`src/sv/rmc_pkg.sv`:
```
// ----------------------------------------------------------------------------
// rmc_pkg
// Shared types, constants and helpers of the range match cache.
// ----------------------------------------------------------------------------
`default_nettype none

package rmc_pkg;

   localparam int SLOTS_DEFAULT = 4;
   localparam int SLOT_W        = 4;
   localparam int PROBE_W       = 5;
   localparam int ID_W          = 16;
   localparam int POS_W         = 40;
   localparam int LEN_W         = 20;
   localparam int CNT_W         = 32;

   localparam logic [CNT_W-1:0] CNT_MAX = '1;

   typedef enum logic [1:0] {
      OP_LOOKUP   = 2'd0,
      OP_REMEMBER = 2'd1,
      OP_CLEAR    = 2'd2,
      OP_IGNORE   = 2'd3
   } op_type;

   // scan record handed from cell to cell
   typedef struct packed {
      op_type              op;
      logic [POS_W-1:0]    index;
      logic [ID_W-1:0]     rid;
      logic [POS_W-1:0]    rbegin;
      logic [LEN_W-1:0]    rlen;
      logic                done;
      logic                hit;
      logic [ID_W-1:0]     fid;
      logic [SLOT_W-1:0]   slot;
      logic [PROBE_W-1:0]  probes;
      logic                fill;
      logic                have;
      logic [SLOT_W-1:0]   cand;
      logic [CNT_W-1:0]    cand_hits;
      logic [CNT_W-1:0]    cand_stamp;
   } token_type;

   // update broadcast to every cell when a scan completes
   typedef struct packed {
      logic                touch;
      logic                fill;
      logic                clear;
      logic [SLOT_W-1:0]   target;
      logic [CNT_W-1:0]    stamp;
      logic [ID_W-1:0]     rid;
      logic [POS_W-1:0]    rbegin;
      logic [LEN_W-1:0]    rlen;
   } commit_type;

   function automatic logic [CNT_W-1:0] sat_inc(input logic [CNT_W-1:0] v);
      sat_inc = (v == CNT_MAX) ? CNT_MAX : v + 1'b1;
   endfunction

endpackage

`default_nettype wire

```
`src/sv/rmc_req_if.sv`:
```
// ----------------------------------------------------------------------------
// rmc_req_if
// Request and response channels of the range match cache: valid/ready plus beat.
// ----------------------------------------------------------------------------
`default_nettype none

interface rmc_req_if;
   logic                          valid;
   logic                          ready;
   logic [1:0]                    op;
   logic [rmc_pkg::POS_W-1:0]     index;
   logic [rmc_pkg::ID_W-1:0]      range_id;
   logic [rmc_pkg::POS_W-1:0]     range_begin;
   logic [rmc_pkg::LEN_W-1:0]     range_length;

   modport source (output valid, output op, output index, output range_id,
                   output range_begin, output range_length, input ready);
   modport sink   (input valid, input op, input index, input range_id,
                   input range_begin, input range_length, output ready);
endinterface

interface rmc_rsp_if;
   logic                          valid;
   logic                          ready;
   logic                          hit;
   logic [rmc_pkg::ID_W-1:0]      found_id;
   logic [rmc_pkg::SLOT_W-1:0]    slot;
   logic [rmc_pkg::PROBE_W-1:0]   probes;

   modport source (output valid, output hit, output found_id, output slot,
                   output probes, input ready);
   modport sink   (input valid, input hit, input found_id, input slot,
                   input probes, output ready);
endinterface

`default_nettype wire

```
`src/sv/rmc_cell.sv`:
```
// ----------------------------------------------------------------------------
// rmc_cell
// One cache slot. Holds the stored range and its LFU bookkeeping, examines
// the scan record passing through and registers it for the next cell.
// ----------------------------------------------------------------------------
`default_nettype none

module rmc_cell #(
   parameter int CELL_ID = 0
) (
   input  wire                       clock,
   input  wire                       reset,
   input  wire rmc_pkg::token_type   in_tok,
   input  wire                       in_valid,
   input  wire                       hold,
   input  wire rmc_pkg::commit_type  commit,
   output rmc_pkg::token_type        out_tok,
   output logic                      out_valid
);

   localparam logic [rmc_pkg::SLOT_W-1:0] MY_SLOT = rmc_pkg::SLOT_W'(CELL_ID);

   logic                          valid_ff, valid_in;
   logic [rmc_pkg::ID_W-1:0]      id_ff, id_in;
   logic [rmc_pkg::POS_W-1:0]     begin_ff, begin_in;
   logic [rmc_pkg::LEN_W-1:0]     length_ff, length_in;
   logic [rmc_pkg::CNT_W-1:0]     hits_ff, hits_in;
   logic [rmc_pkg::CNT_W-1:0]     stamp_ff, stamp_in;
   rmc_pkg::token_type            tok_ff, tok_in;
   logic                          tvalid_ff, tvalid_in;
   logic                          match;
   logic                          better;

   // end of range formed one bit wider so it never wraps
   assign match = (in_tok.index >= begin_ff) &&
                  ({1'b0, in_tok.index} <
                   ({1'b0, begin_ff} + (rmc_pkg::POS_W+1)'(length_ff)));

   assign better = !in_tok.have || (hits_ff < in_tok.cand_hits) ||
                   ((hits_ff == in_tok.cand_hits) && (stamp_ff < in_tok.cand_stamp));

   always_comb begin
      tok_in = in_tok;
      if (!in_tok.done) begin
         case (in_tok.op)
            rmc_pkg::OP_LOOKUP: begin
               if (valid_ff) begin
                  tok_in.probes = in_tok.probes + 1'b1;
                  if (match) begin
                     tok_in.done = 1'b1;
                     tok_in.hit  = 1'b1;
                     tok_in.fid  = id_ff;
                     tok_in.slot = MY_SLOT;
                  end
               end
            end
            rmc_pkg::OP_REMEMBER: begin
               if (valid_ff && (id_ff == in_tok.rid)) begin
                  tok_in.done = 1'b1;
                  tok_in.hit  = 1'b1;
                  tok_in.slot = MY_SLOT;
               end else if (!valid_ff) begin
                  tok_in.done = 1'b1;
                  tok_in.fill = 1'b1;
                  tok_in.have = 1'b1;
                  tok_in.cand = MY_SLOT;
               end else if (better) begin
                  tok_in.have       = 1'b1;
                  tok_in.cand       = MY_SLOT;
                  tok_in.cand_hits  = hits_ff;
                  tok_in.cand_stamp = stamp_ff;
               end
            end
            default: ;
         endcase
      end
   end

   assign tvalid_in = in_valid || (tvalid_ff && hold);

   always_comb begin
      valid_in  = valid_ff;
      id_in     = id_ff;
      begin_in  = begin_ff;
      length_in = length_ff;
      hits_in   = hits_ff;
      stamp_in  = stamp_ff;
      if (commit.clear) begin
         valid_in = 1'b0;
      end
      if (commit.target == MY_SLOT) begin
         if (commit.touch) begin
            hits_in  = rmc_pkg::sat_inc(hits_ff);
            stamp_in = commit.stamp;
         end
         if (commit.fill) begin
            valid_in  = 1'b1;
            id_in     = commit.rid;
            begin_in  = commit.rbegin;
            length_in = commit.rlen;
            hits_in   = rmc_pkg::CNT_W'(1);
            stamp_in  = commit.stamp;
         end
      end
   end

   always_ff @(posedge clock) begin
      if (reset) begin
         valid_ff  <= 1'b0;
         tvalid_ff <= 1'b0;
      end else begin
         valid_ff  <= valid_in;
         tvalid_ff <= tvalid_in;
      end
   end

   // slot contents only matter once valid, so no reset
   always_ff @(posedge clock) begin
      id_ff     <= id_in;
      begin_ff  <= begin_in;
      length_ff <= length_in;
      hits_ff   <= hits_in;
      stamp_ff  <= stamp_in;
      if (in_valid) begin
         tok_ff <= tok_in;
      end
   end

   assign out_tok   = tok_ff;
   assign out_valid = tvalid_ff;

endmodule

`default_nettype wire

```
`src/sv/range_match_cache_lfu.sv`:
```
// ----------------------------------------------------------------------------
// range_match_cache_lfu
// Fully associative cache of index ranges with least-frequently-used
// replacement, built as a chain of slot cells.
//
// Usage:
//   req_chan carries one request beat: op (lookup, remember, clear, ignore), the
//   index to look up, or the id/begin/length of a range to remember.
//   rsp_chan returns exactly one response beat per request: hit, found_id,
//   slot and probes.
//   A request enters the first cell at the accept edge and moves one cell
//   per cycle; after the last cell the chosen slot is updated and the
//   response register loads. Only one request is in the chain at a time:
//   req_chan.ready stays low from accept until the scan commits.
//   A request may be accepted while the previous response still waits.
//   If rsp_chan is stalled, the finished scan waits at the end of the chain
//   and its slot update is deferred until the response register frees.
//   Reset empties all slots and zeroes the stamp counter; no clearing pass.
// ----------------------------------------------------------------------------
`default_nettype none

module range_match_cache_lfu #(
   parameter int SLOTS = rmc_pkg::SLOTS_DEFAULT
) (
   input  wire        clock,
   input  wire        reset,
   rmc_req_if.sink    req_chan,
   rmc_rsp_if.source  rsp_chan
);

   rmc_pkg::token_type             tok   [SLOTS+1];
   logic                           tv    [SLOTS+1];
   rmc_pkg::token_type             head;
   rmc_pkg::token_type             last;
   rmc_pkg::commit_type            cm;

   logic                           accept;
   logic                           commit;
   logic                           busy_ff, busy_in;
   logic                           rsp_valid_ff, rsp_valid_in;
   logic [rmc_pkg::CNT_W-1:0]      stamp_ff, stamp_in;
   logic [rmc_pkg::CNT_W-1:0]      next_stamp;
   logic                           rsp_hit_ff;
   logic [rmc_pkg::ID_W-1:0]       rsp_fid_ff;
   logic [rmc_pkg::SLOT_W-1:0]     rsp_slot_ff, rsp_slot_in;
   logic [rmc_pkg::PROBE_W-1:0]    rsp_probes_ff;
   logic                           placed;

   assign req_chan.ready = !busy_ff;
   assign accept         = req_chan.valid && !busy_ff;

   always_comb begin
      head        = '0;
      head.op     = rmc_pkg::op_type'(req_chan.op);
      head.index  = req_chan.index;
      head.rid    = req_chan.range_id;
      head.rbegin = req_chan.range_begin;
      head.rlen   = req_chan.range_length;
   end

   assign tok[0] = head;
   assign tv[0]  = accept;

   for (genvar i = 0; i < SLOTS; i++) begin : g_cell
      rmc_cell #(
         .CELL_ID (i)
      ) u_cell (
         .clock     (clock),
         .reset     (reset),
         .in_tok    (tok[i]),
         .in_valid  (tv[i]),
         .hold      ((i == SLOTS-1) ? !commit : 1'b0),
         .commit    (cm),
         .out_tok   (tok[i+1]),
         .out_valid (tv[i+1])
      );
   end

   assign last       = tok[SLOTS];
   assign commit     = tv[SLOTS] && (!rsp_valid_ff || rsp_chan.ready);
   assign next_stamp = rmc_pkg::sat_inc(stamp_ff);
   assign placed     = !last.hit && (last.fill || last.have);

   always_comb begin
      cm        = '0;
      cm.target = last.hit ? last.slot : last.cand;
      cm.stamp  = next_stamp;
      cm.rid    = last.rid;
      cm.rbegin = last.rbegin;
      cm.rlen   = last.rlen;
      if (commit) begin
         unique case (last.op)
            rmc_pkg::OP_LOOKUP:   cm.touch = last.hit;
            rmc_pkg::OP_REMEMBER: begin
               cm.touch = last.hit;
               cm.fill  = placed;
            end
            rmc_pkg::OP_CLEAR:    cm.clear = 1'b1;
            default: ;
         endcase
      end
   end

   assign stamp_in     = (cm.touch || cm.fill) ? next_stamp : stamp_ff;
   assign busy_in      = accept || (busy_ff && !commit);
   assign rsp_valid_in = commit || (rsp_valid_ff && !rsp_chan.ready);
   assign rsp_slot_in  = (last.hit || ((last.op == rmc_pkg::OP_REMEMBER) && placed)) ?
                         cm.target : '0;

   always_ff @(posedge clock) begin
      if (reset) begin
         busy_ff      <= 1'b0;
         rsp_valid_ff <= 1'b0;
         stamp_ff     <= '0;
      end else begin
         busy_ff      <= busy_in;
         rsp_valid_ff <= rsp_valid_in;
         stamp_ff     <= stamp_in;
      end
   end

   always_ff @(posedge clock) begin
      if (commit) begin
         rsp_hit_ff    <= last.hit;
         rsp_fid_ff    <= last.fid;
         rsp_slot_ff   <= rsp_slot_in;
         rsp_probes_ff <= last.probes;
      end
   end

   assign rsp_chan.valid    = rsp_valid_ff;
   assign rsp_chan.hit      = rsp_hit_ff;
   assign rsp_chan.found_id = rsp_fid_ff;
   assign rsp_chan.slot     = rsp_slot_ff;
   assign rsp_chan.probes   = rsp_probes_ff;

endmodule

`default_nettype wire
```
`src/flat_wrapper.sv`:
```
// flat-port wrapper written by rule: the top's interface ports become plain ports
module range_match_cache_lfu_flat 
#(
   parameter int SLOTS = rmc_pkg::SLOTS_DEFAULT
)
  (clock, reset, req_chan_valid, req_chan_op, req_chan_index, req_chan_range_id, req_chan_range_begin, req_chan_range_length, req_chan_ready, rsp_chan_valid, rsp_chan_hit, rsp_chan_found_id, rsp_chan_slot, rsp_chan_probes, rsp_chan_ready);
  rmc_req_if req_chan_i ();
  rmc_rsp_if rsp_chan_i ();
  input  wire clock;
  input  wire reset;
  input wire logic [$bits(req_chan_i.valid)-1:0] req_chan_valid;
  input wire logic [$bits(req_chan_i.op)-1:0] req_chan_op;
  input wire logic [$bits(req_chan_i.index)-1:0] req_chan_index;
  input wire logic [$bits(req_chan_i.range_id)-1:0] req_chan_range_id;
  input wire logic [$bits(req_chan_i.range_begin)-1:0] req_chan_range_begin;
  input wire logic [$bits(req_chan_i.range_length)-1:0] req_chan_range_length;
  output wire logic [$bits(req_chan_i.ready)-1:0] req_chan_ready;
  output wire logic [$bits(rsp_chan_i.valid)-1:0] rsp_chan_valid;
  output wire logic [$bits(rsp_chan_i.hit)-1:0] rsp_chan_hit;
  output wire logic [$bits(rsp_chan_i.found_id)-1:0] rsp_chan_found_id;
  output wire logic [$bits(rsp_chan_i.slot)-1:0] rsp_chan_slot;
  output wire logic [$bits(rsp_chan_i.probes)-1:0] rsp_chan_probes;
  input wire logic [$bits(rsp_chan_i.ready)-1:0] rsp_chan_ready;
  assign req_chan_i.valid = req_chan_valid;
  assign req_chan_i.op = req_chan_op;
  assign req_chan_i.index = req_chan_index;
  assign req_chan_i.range_id = req_chan_range_id;
  assign req_chan_i.range_begin = req_chan_range_begin;
  assign req_chan_i.range_length = req_chan_range_length;
  assign req_chan_ready = req_chan_i.ready;
  assign rsp_chan_valid = rsp_chan_i.valid;
  assign rsp_chan_hit = rsp_chan_i.hit;
  assign rsp_chan_found_id = rsp_chan_i.found_id;
  assign rsp_chan_slot = rsp_chan_i.slot;
  assign rsp_chan_probes = rsp_chan_i.probes;
  assign rsp_chan_i.ready = rsp_chan_ready;
  range_match_cache_lfu #(.SLOTS(SLOTS)) u_core (.clock(clock), .reset(reset), .req_chan(req_chan_i), .rsp_chan(rsp_chan_i));
endmodule
```
`config.mk`:
```
export PLATFORM = sky130hd
export DESIGN_NAME = range_match_cache_lfu_flat
export DESIGN_NICKNAME = d
export VERILOG_FILES = /design/src/sv/rmc_pkg.sv /design/src/sv/rmc_req_if.sv /design/src/sv/rmc_cell.sv /design/src/sv/range_match_cache_lfu.sv /design/src/flat_wrapper.sv
export SDC_FILE = /design/constraint.sdc
export NUM_CORES = 2
export LEC_CHECK = 0
export ABC_AREA = 1
export BUFFER_PORTS_ARGS = -buffer_cell sky130_fd_sc_hd__buf_2
export CAP_MARGIN = 10
export CORE_MARGIN = 2
export CORE_UTILIZATION = 42
export DETAILED_ROUTE_END_ITERATION = 16
export PLACE_DENSITY_LB_ADDON = 0.15
export SETUP_SLACK_MARGIN = 0.05
export SLEW_MARGIN = 20
export SYNTH_ARGS = -nofsm -noshare
export SYNTH_HDL_FRONTEND = slang
export SYNTH_SLANG_ARGS = --single-unit
export TNS_END_PERCENT = 30
```
`constraint.sdc`:
```
create_clock -name clock -period 28.4 [get_ports clock]
set_input_delay 2.84 -clock clock [delete_from_list [all_inputs] [get_ports clock]]
set_output_delay 2.84 -clock clock [all_outputs]
set_load 0.02 [all_outputs]
```
[Word level (Yosys, flattened, before mapping)]
Cells that the tools add are included.
Word-level totals
  word-level logic and storage cells: 284
  register bits after elaboration: 1383
  output and inout port bits: 28
  bits of input ports: 122
Operators by class
  equal/unequal tests: 21
  muxes and demuxes: 85
  bitwise operators: 2
  magnitude comparators: 14
  reductions and logical operators: 59
  add/sub/neg operators: 12
Operator list (number)
  $mux 70: 6
  $mux 32: 11
  $mux 96: 3
  $mux 69: 4
  $mux 64: 4
  $lt 32x32->1: 6
  $add 40x20->41: 4
  $lt 40x41->1: 4
  $add 32x1->32 const B: 5
  $eq 32x32->1 const B: 5
  $ge 40x40->1: 4
  $eq 32x32->1: 3
  $mux 27: 3
  $mux 22: 3
  $eq 16x16->1: 4
  $mux 16: 3
  $mux 5: 6
  $mux 1: 28
  $mux 26: 1
  $pmux 4 s2: 3
  $mux 21: 1
  $logic_and 1x1->1: 18
  $reduce_and 2->1: 9
  $mux 4: 4
  17 further kinds: 51

[Longest topological paths before layout]
  depth in word-level cells: 8
  depth in mapped cells: 31
  depth with buffers taken out: 31

[Modules after synthesis]
Synthesis repeated with hierarchy kept, for this count alone.
Unflattened totals
  cell total of the unflattened synthesis: 7409
  area, all modules: 77643.2 um^2
By module, submodules not included
  rmc_cell at u_core.g_cell[2].u_cell: instances 1, cells each 1776, area an instance 18636.6 um^2, seq. area each 10700.3 um^2
  rmc_cell at u_core.g_cell[0].u_cell: instances 1, cells each 1726, area an instance 18592.8 um^2, seq. area each 10700.3 um^2
  rmc_cell at u_core.g_cell[1].u_cell: instances 1, cells each 1724, area an instance 18575.3 um^2, seq. area each 10700.3 um^2
  rmc_cell at u_core.g_cell[3].u_cell: instances 1, cells each 1708, area an instance 18443.9 um^2, seq. area each 10700.3 um^2
  range_match_cache_lfu: instances 1, cells each 475, area an instance 3394.5 um^2, seq. area each 1461.4 um^2

[Worst setup path before layout]
Ideal clock, no wire load.
  path type: input-to-reg
  start point: input port req_chan_valid
  end point: register u_core.busy_ff
  arrival time: 12.169 ns
  buffers on the path: 0
  required time: 28.303 ns
  cell stages on the path: 4
  path slack: 16.134 ns
  library setup time: 0.097 ns
  cell sequence: inv_1 > nor2_1 > inv_1 > a21oi_1
On the way
  longest elaborated chain between the ends: 2
Ends and longest elaborated chain
  start: declaration: line flat_wrapper.sv:11  | input wire logic [$bits(req_chan_i.valid)-1:0] req_chan_valid;
  $logic_and 1x1->1: line range_match_cache_lfu.sv:50  | assign accept = req_chan.valid && !busy_ff;
  net u_core.accept: line range_match_cache_lfu.sv:37  | logic accept;
  $logic_or 1x1->1: line range_match_cache_lfu.sv:105  | assign busy_in = accept || (busy_ff && !commit);
  end signal: assignment: line range_match_cache_lfu.sv:116  | busy_ff <= busy_in;
  end: declaration: line range_match_cache_lfu.sv:39  | logic busy_ff, busy_in;
The timed path passes the listed nets, and every way through them passes these cells.
A chain may end at the register's enable or synchronous reset.

==> results.toml <==
[yosys]
synth_area_um2 = 68400
yosys.cell_types.count = 64
synth_edf_count = 1306
yosysSeqAreaShare = 0.585
ys.flop_type = "edfxtp_1"
ys_warn_count = 0
async_flop_share = 0
ys_ff_latch = 1348
synth_area_per_cell_um2 = 10.8
synthCells = 6327

[floorplanning]
dieArea_um2 = 166000
die_w_um = 408
initial_utilization = 0.422
rows = 148
dieHeight_um = 408
ios = 150
core_um2 = 162000

[sta]
period_needed_ns = 5.47
fin_tns_setup_ns = 0
worst_slew_pin_slew_ns = 1.08
fin_crit_sh = 0.193
finalSetupViolCount = 0
timing.fmax_mhz = 183
hold_viol = 0
maxSlewHeadroom = 0.279
hold_ws_ns = 0.406
rsz0062_at_grt = "false"
report.final.slew_viol_count = 0
skew_ns = 0.0250

[cells_and_area]
synthToLayoutAreaGrowth_pct = 12.7
fin_nets = 7286
mostFrequentLayoutCell = "edfxtp_1"
layout_common_cells = "1306 x edfxtp_1, 1160 x nand2_1, 894 x inv_1"
layout-drive-gt1-share = 0.0834

[pwr]
power.leakage_nw = 31.9
ir_drop_v = 0.0000629
fin_total_pwr_mw = 4.45
powerDensity_nw_per_um2 = 57.7

[clock_tree]
clk_pin_slew_ns = 0.06
worstSkewPairLatency_ns = 0.80
clock_sinks = 1348
postCtsSetupBuffers = 0
holdBufCountCts = 0
cts_buffers = 151
cts_buffer_depth = 3
htree_levels = 4
ctsResizeCount = 0
cts_tree = "done"
clock-root-buffer = "clkbuf_16"

[global_routing]
grt_max_degree = 130
grt_pass1_vias = 45374
antenna_found_initial = 8
grt-ovfl-total = 0
grt_use_total = 0.212
grt_pass1_wl_um = 269000

[route]
drc = 0
first_pass_iters = 5
antenna_left = 0
routed_wl_um = 177000
vias = 45879
avgRoutedWirePerCell_um = 20.0
via_per_inst = 5.17
drtIter0Drc = 3599

[critical_path]
critPathMaxStageDelay_ns = 0.54
reg2reg_slack_ns = 22.93
cp.required_ns = 28.92
cp-start-kind = "register"
end_kind = "register"
cpMostUsedCell = "nand2_1"
worstPathMaxFanout = 28
critical_path_class = "register to register"
slowest_stage = "o21ai_0"
arrival_ns = 5.99

[outcome]
outcome = "complete, no violations"

[place]
gp_congestion = 0.915
dpl.hpwl_um = 130000
port_buffers = 146

[worst_hold_path]
hp-class = "register to register"

[flow_run]
drv_cap = 0
==> state kept, by name, summed over array words and instances, names as in the netlist, 2 cells and up <==
name,count
u_core.rsp_chan.slot,2
u_core.g_cell.u_cell.hits_ff,128
u_core.rsp_chan.probes,4
u_core.g_cell.u_cell.valid_ff,4
u_core.rsp_chan.found_id,16
u_core.stamp_ff,32
u_core.g_cell.u_cell.begin_ff,160
u_core.g_cell.u_cell.length_ff,80
u_core.g_cell.u_cell.id_ff,64
u_core.g_cell.u_cell.out_valid,4
u_core.g_cell.u_cell.stamp_ff,128
u_core.g_cell.u_cell.out_tok,723
==> routing by layer <==
layer / up-vias / wire, µm / global-route usage
met3: 235 / 8780 / 0.0302
met5: - / 0 / 0
li1: 22315 / - / -
met2: 1018 / 83800 / 0.352
met1: 22311 / 80300 / 0.289
met4: 0 / 4600 / 0.0609
==> final cells by class <==
cell class,count,area [µm²]
antenna,1,2.50
clock buffer,180,3930
clock inverter,96,1320
fill,14721,85100
inverter,909,3420
multi-input combinational,3977,24600
sequential,1348,40100
tap,2175,2720
timing repair buffer,181,1010
==> cell families after synthesis <==
| group | Yosys count | share of synthesized area |
|---|---|---|
| multiplexers | 1 | 0.000165 |
| AND/OR/NAND/NOR | 2307 | 0.149 |
| flip-flops | 1348 | 0.585 |
| AO/OA/AOI/OAI | 783 | 0.0631 |
| buffers and inverters | 1004 | 0.0566 |
| other | 1 | 0.0000548 |
| XOR/XNOR | 287 | 0.0367 |
| adder cells (fa/ha/maj) | 596 | 0.109 |
==> stage by stage <==
step / util / setup slack (ns) / std cells / cell area (µm²)
2_1_floorplan: - / 16.13 / 6329 / 68400
3_3_place_gp: 0.443 / 22.33 / 8589 / 71800
3_5_place_dp: 0.443 / 22.32 / 8590 / 71900
4_1_cts: 0.475 / 22.95 / 8866 / 77100
5_1_grt: 0.475 / 22.39 / 8866 / 77100
6_report: 0.475 / 22.93 / 8867 / 77100
==> synthesized netlist by cell type, drive strengths merged (2+ instances only) <==
cell / count / area, µm²
a211oi: 16 / 120
a21boi: 9 / 67.6
a21o: 24 / 180
a21oi: 380 / 1910
a31oi: 21 / 131
and2: 4 / 25.0
and3: 6 / 37.5
buf: 36 / 233
clkbuf: 59 / 221
clkinv: 5 / 21.3
dfxtp: 42 / 841
edfxtp: 1306 / 39200
fa: 4 / 80.1
ha: 592 / 7410
inv: 904 / 3400
nand2: 1176 / 4440
nand3: 353 / 1860
nand3b: 6 / 45.0
nand4: 112 / 734
nor2: 465 / 1860
nor2b: 2 / 12.5
nor3: 119 / 716
nor3b: 4 / 41.3
nor4: 49 / 328
o2111ai: 2 / 17.5
o211ai: 15 / 113
o21a: 17 / 128
o21ai: 259 / 1340
o21bai: 20 / 154
o221ai: 4 / 35.0
o31ai: 12 / 90.1
or2: 10 / 62.6
xnor2: 90 / 788
xor2: 197 / 1730
==> worst paths after layout <==
check / cells after the start / startpoint / endpoint
setup / recovery: 29 / u_core.g_cell[3].u_cell.begin_ff[2] / u_core.g_cell[3].u_cell.out_tok[79]
setup reg to reg: 29 / u_core.g_cell[3].u_cell.begin_ff[2] / u_core.g_cell[3].u_cell.out_tok[79]
hold reg to reg: 0 / u_core.g_cell[1].u_cell.out_tok[138] / u_core.g_cell[2].u_cell.out_tok[138]
hold / removal: 0 / u_core.g_cell[1].u_cell.out_tok[138] / u_core.g_cell[2].u_cell.out_tok[138]
==> critical path: cells and delay by family, from the launching register on <==
| kind | cells | cell delay [ns] |
|---|---|---|
| simple gates | 19 | 2.27 |
| buf+inv | 2 | 0.35 |
| flops | 1 | 0.42 |
| compound gates | 6 | 1.45 |
| fa+ha+maj | 2 | 0.67 |
==> power breakdown <==
part	switching (mW)	internal, mW	total (mW)
logic	0.0888	0.0437	0.133
clock network	0.837	1.23	2.07
registers	0.0344	2.22	2.25
No activity file was read; power rests on OpenSTA's default activity.
